## src/rtl/core/slr_ram.sv

```systemverilog
// Generic simple dual-port RAM: one write port, one registered read port.
// No dependencies.
`timescale 1ns / 1ps
`default_nettype none

module slr_ram #(
    parameter int WIDTH = 8,
    parameter int DEPTH = 256,
    localparam int AW   = (DEPTH > 1) ? $clog2(DEPTH) : 1
) (
    input  wire logic             aclk,
    input  wire logic             we,
    input  wire logic [AW-1:0]    waddr,
    input  wire logic [WIDTH-1:0] wdata,
    input  wire logic             re,
    input  wire logic [AW-1:0]    raddr,
    output logic      [WIDTH-1:0] rdata
);

    logic [WIDTH-1:0] mem [DEPTH];
    logic [WIDTH-1:0] rdata_reg;

    always_ff @(posedge aclk) begin
        if (we) begin
            mem[waddr] <= wdata;
        end
        if (re) begin
            rdata_reg <= mem[raddr];
        end
    end

    assign rdata = rdata_reg;

endmodule

`default_nettype wire

```

## config.mk

```make
export PLATFORM = sky130hd
export DESIGN_NAME = slr_ram
export DESIGN_NICKNAME = d
export VERILOG_FILES = /design/src/rtl/core/slr_ram.sv
export SDC_FILE = /design/constraint.sdc
export NUM_CORES = 2
export LEC_CHECK = 0
export BUFFER_PORTS_ARGS = -buffer_cell sky130_fd_sc_hd__buf_2
export CAP_MARGIN = 10
export CELL_PAD_IN_SITES_DETAIL_PLACEMENT = 2
export CELL_PAD_IN_SITES_GLOBAL_PLACEMENT = 2
export CORE_AREA = 2 2 420 422
export CTS_CLUSTER_DIAMETER = 80
export DETAILED_ROUTE_END_ITERATION = 10
export DIE_AREA = 0 0 422 424
export PLACE_DENSITY_LB_ADDON = 0.3
export SYNTH_ARGS = -nofsm -noshare
export SYNTH_HDL_FRONTEND = slang
export SYNTH_SLANG_ARGS = --single-unit
```

## constraint.sdc

```tcl
create_clock -name aclk -period 2.35 [get_ports aclk]
set_input_delay 0.47 -clock aclk [delete_from_list [all_inputs] [get_ports aclk]]
set_output_delay 0.47 -clock aclk [all_outputs]
set_load 0.005 [all_outputs]
```

==> results_dict.tcl <==
set metrics [dict create \
    power_leakage_nw 31.2 \
    required_ps 2960 \
    grt-ovfl-total 0 \
    areaGrowthSynthToFinish_pct 20.5 \
    cpMaxStageDelayCell "mux4_2" \
    num_io_pins 35 \
    finClkSkew_ps 44.9 \
    cp_max_fo 1 \
    ys_top_cells_by_area "edfxtp_1 (78%), mux4_2 (13%), mux2i_1 (1.7%), nor2_1 (1.3%), a22oi_1 (1.3%)" \
    max_stage_delay_ps 500 \
    reg2reg_depth 8 \
    power.total_mw 79.9 \
    htree_levels 4 \
    synth.area.mux_share 0.146 \
    drc 0 \
    die_y_um 424 \
    path_class "reg -> reg" \
    drt_wl_total_um 306000 \
    fin_setup_tns_ps -1060 \
    irDropWorstVdd_mv 0.845 \
    whs_path_depth 1 \
    drv_cap 0 \
    cts_buffer_depth 3 \
    place_area_um2 88400 \
    setup_viol 8 \
    synthCells 3733 \
    rows 154 \
    status "complete, but fails checks" \
    worst_ep_arrival_time_ps 3190 \
    relSlewSlack 0.176 \
    drv_slew 0 \
    clkTransAtPathRegs_ps 70 \
    path_cells "mux4_2 -> nand2b_4 -> a311oi_4 -> buf_4 -> o221ai_4 -> a211oi_4 -> buf_6 -> nor4_4" \
    fill_cells 14700 \
    syn-cell-area_um2 79600 \
    post-place-ws_ps -1630 \
    hold_path.class "in -> reg" \
    grt_pass1_wl_um 423000 \
    start_util 0.455 \
    place_hpwl_um 186000 \
    yosys.area.top_type_share 0.775 \
    antenna_left 0 \
    holdPathEnd "mem[18][3]" \
    yosysTopAreaCell "edfxtp_1" \
    ys_seq_area_frac 0.775 \
    synthArstFlopShare 0 \
    synth_xor_area_frac 0 \
    place_congestion 0.915 \
    drt_iter0_drc 6785 \
    cts_tree "built" \
    routed_via_density 6.57 \
    fmax_ghz 0.387 \
    layout_setup_ws_ps -234 \
    drive_above_1_share 0.351 \
    rsz0062_at_grt "yes" \
    yosys-top-cells-count "edfxtp_1 (2056), mux4_2 (454), nor2_1 (282)" \
    clkLatencyLatePin_ps 870 \
    yosys.area_share.simple 0.0263 \
    violations "negative setup slack" \
    drt_pass1_iterations 6 \
    min_period_ps 2580 \
    fin_area_um2 96000 \
    port_buffers 34 \
    grtUsageTotal 0.342 \
    yosys.cell_types.count 54 \
    die_w_um 422 \
    synth_flop_cell "edfxtp_1" \
    yosysMostFrequentCell "edfxtp_1" \
    core-area_um2 175000 \
    power_density_nw_per_um2 833 \
    yosysWarnings 0 \
    synthAdderAreaFrac 0 \
    r2r_end "rdata[3]" \
    dp.cells 6644 \
    synth-edff-count 2056 \
    layoutNonFillerInstCount 7051 \
    hold_start "wdata[3]" \
    final_util 0.549 \
    worst_slew_pin_slew_ps 1230 \
    grt_pass1_vias 48900 \
    cts_sinks 2056 \
    r2r_slack_ps -230 \
    cp-end-kind "register" \
    fin_nets 4556 \
    syn_nets 3760 \
    num_vias 46300 \
    rr_startpoint "mem[34][3]" \
    die_area_um2 179000 \
    critPathBufInv 2 \
    grt_antenna_before_repair 15 \
    whs_ps 56.4 \
    fin_crit_sh 1.10 \
    synth_compound_area_frac 0.0342 \
    cts_buffers 212 \
    cts-root-buf "clkbuf_16" \
    wl_per_cell_um 43.4 \
    avgSynthCellArea_um2 21.3 \
    largest_reg_flops 2048 \
    yosys_register_bits 2056 \
    crit_family "compound AO/OA/AOI/OAI gates" \
    worst_setup_path_start_kind "register" \
    hold_viol_final 0 \
    grt_start_max_net_pins 82 \
    synth_top_family_by_area "multiplexers" \
]
[worst max-delay path by stage]
| stage | cells past startpoint | slack (ps) | end | start |
|---|---|---|---|---|
| after floorplan | 9 | -80 | rdata[0] | raddr[0] |
| after global placement | 11 | -1220 | rdata[3] | raddr[0] |
| after detailed placement | 11 | -1630 | rdata[3] | raddr[0] |
| after CTS | 8 | -250 | rdata[3] | mem[43][3] |
| after global routing | 7 | -230 | rdata[3] | mem[27][3] |
| final | 8 | -230 | rdata[3] | mem[34][3] |
[power breakdown]
group / leakage [nW] / internal, mW / total [mW] / switching, mW
sequential: 18.5 / 40.4 / 40.5 / 0.0897
combinational: 9.48 / 1.92 / 5.17 / 3.24
clock: 3.24 / 18.6 / 34.2 / 15.6
[routing by layer]
metal | global-route usage | vias up | routed length, um
li1 | - | 17300 | -
met1 | 0.441 | 25100 | 111000
met2 | 0.562 | 3110 | 150000
met3 | 0.0653 | 760 | 27800
met4 | 0.165 | 10 | 17500
met5 | 0 | - | 70
[timing repair]
action,in CTS,in global routing
endpoints found under the hold margin,36,0
gates resized for setup,101,28
gates cloned,1,1
pin swaps,22,15
setup endpoints to repair,8,8
setup buffers,0,4
hold buffers,4,0
[logic make-up (layout without fill, tap and decap cells)]
kind of cell | after synthesis | count (layout)
compound gates | 385 | 385
other cells | 0 | 8
buf+inv | 235 | 1205
flops | 2056 | 2056
mux | 591 | 591
simple gates | 466 | 466
[cell usage in the layout, fill, tap and decap left out, drive strengths merged, types with 3 or more instances in the layout]
cell,synthesis,layout
edfxtp,2056,2056
buf,122,808
mux4,456,456
nor2,282,282
clkbuf,111,274
mux2i,134,134
a22oi,133,133
a21oi,96,96
clkinv,1,92
o221ai,47,47
nand3,34,34
nand2,33,33
nor2b,31,31
o22ai,28,28
nor4,27,27
nor3,22,22
a211oi,16,16
bufinv,0,15
a221oi,14,14
o21ai,12,12
nand4,10,10
o211ai,10,10
diode,0,8
nand2b,8,8
a22o,8,8
inv,1,8
and2,6,6
o22a,5,5
a2111oi,5,5
o32ai,5,5
or2,4,4
dlygate4sd3,0,4
clkinvlp,0,3
[final cells by class]
class / count / area, um^2 / area share
Timing Repair Buffer: 815 / 7390 / 0.0770
Inverter: 2 / 7.51 / 0.0000782
Tap cell: 2340 / 2930 / 0.0305
Clock inverter: 116 / 977 / 0.0102
Sequential cell: 2056 / 61700 / 0.643
Antenna cell: 8 / 20.0 / 0.000209
Multi-Input combinational cell: 1442 / 17300 / 0.180
Clock buffer: 272 / 5660 / 0.0590
Note: power is estimated with default switching activity, not from simulation.
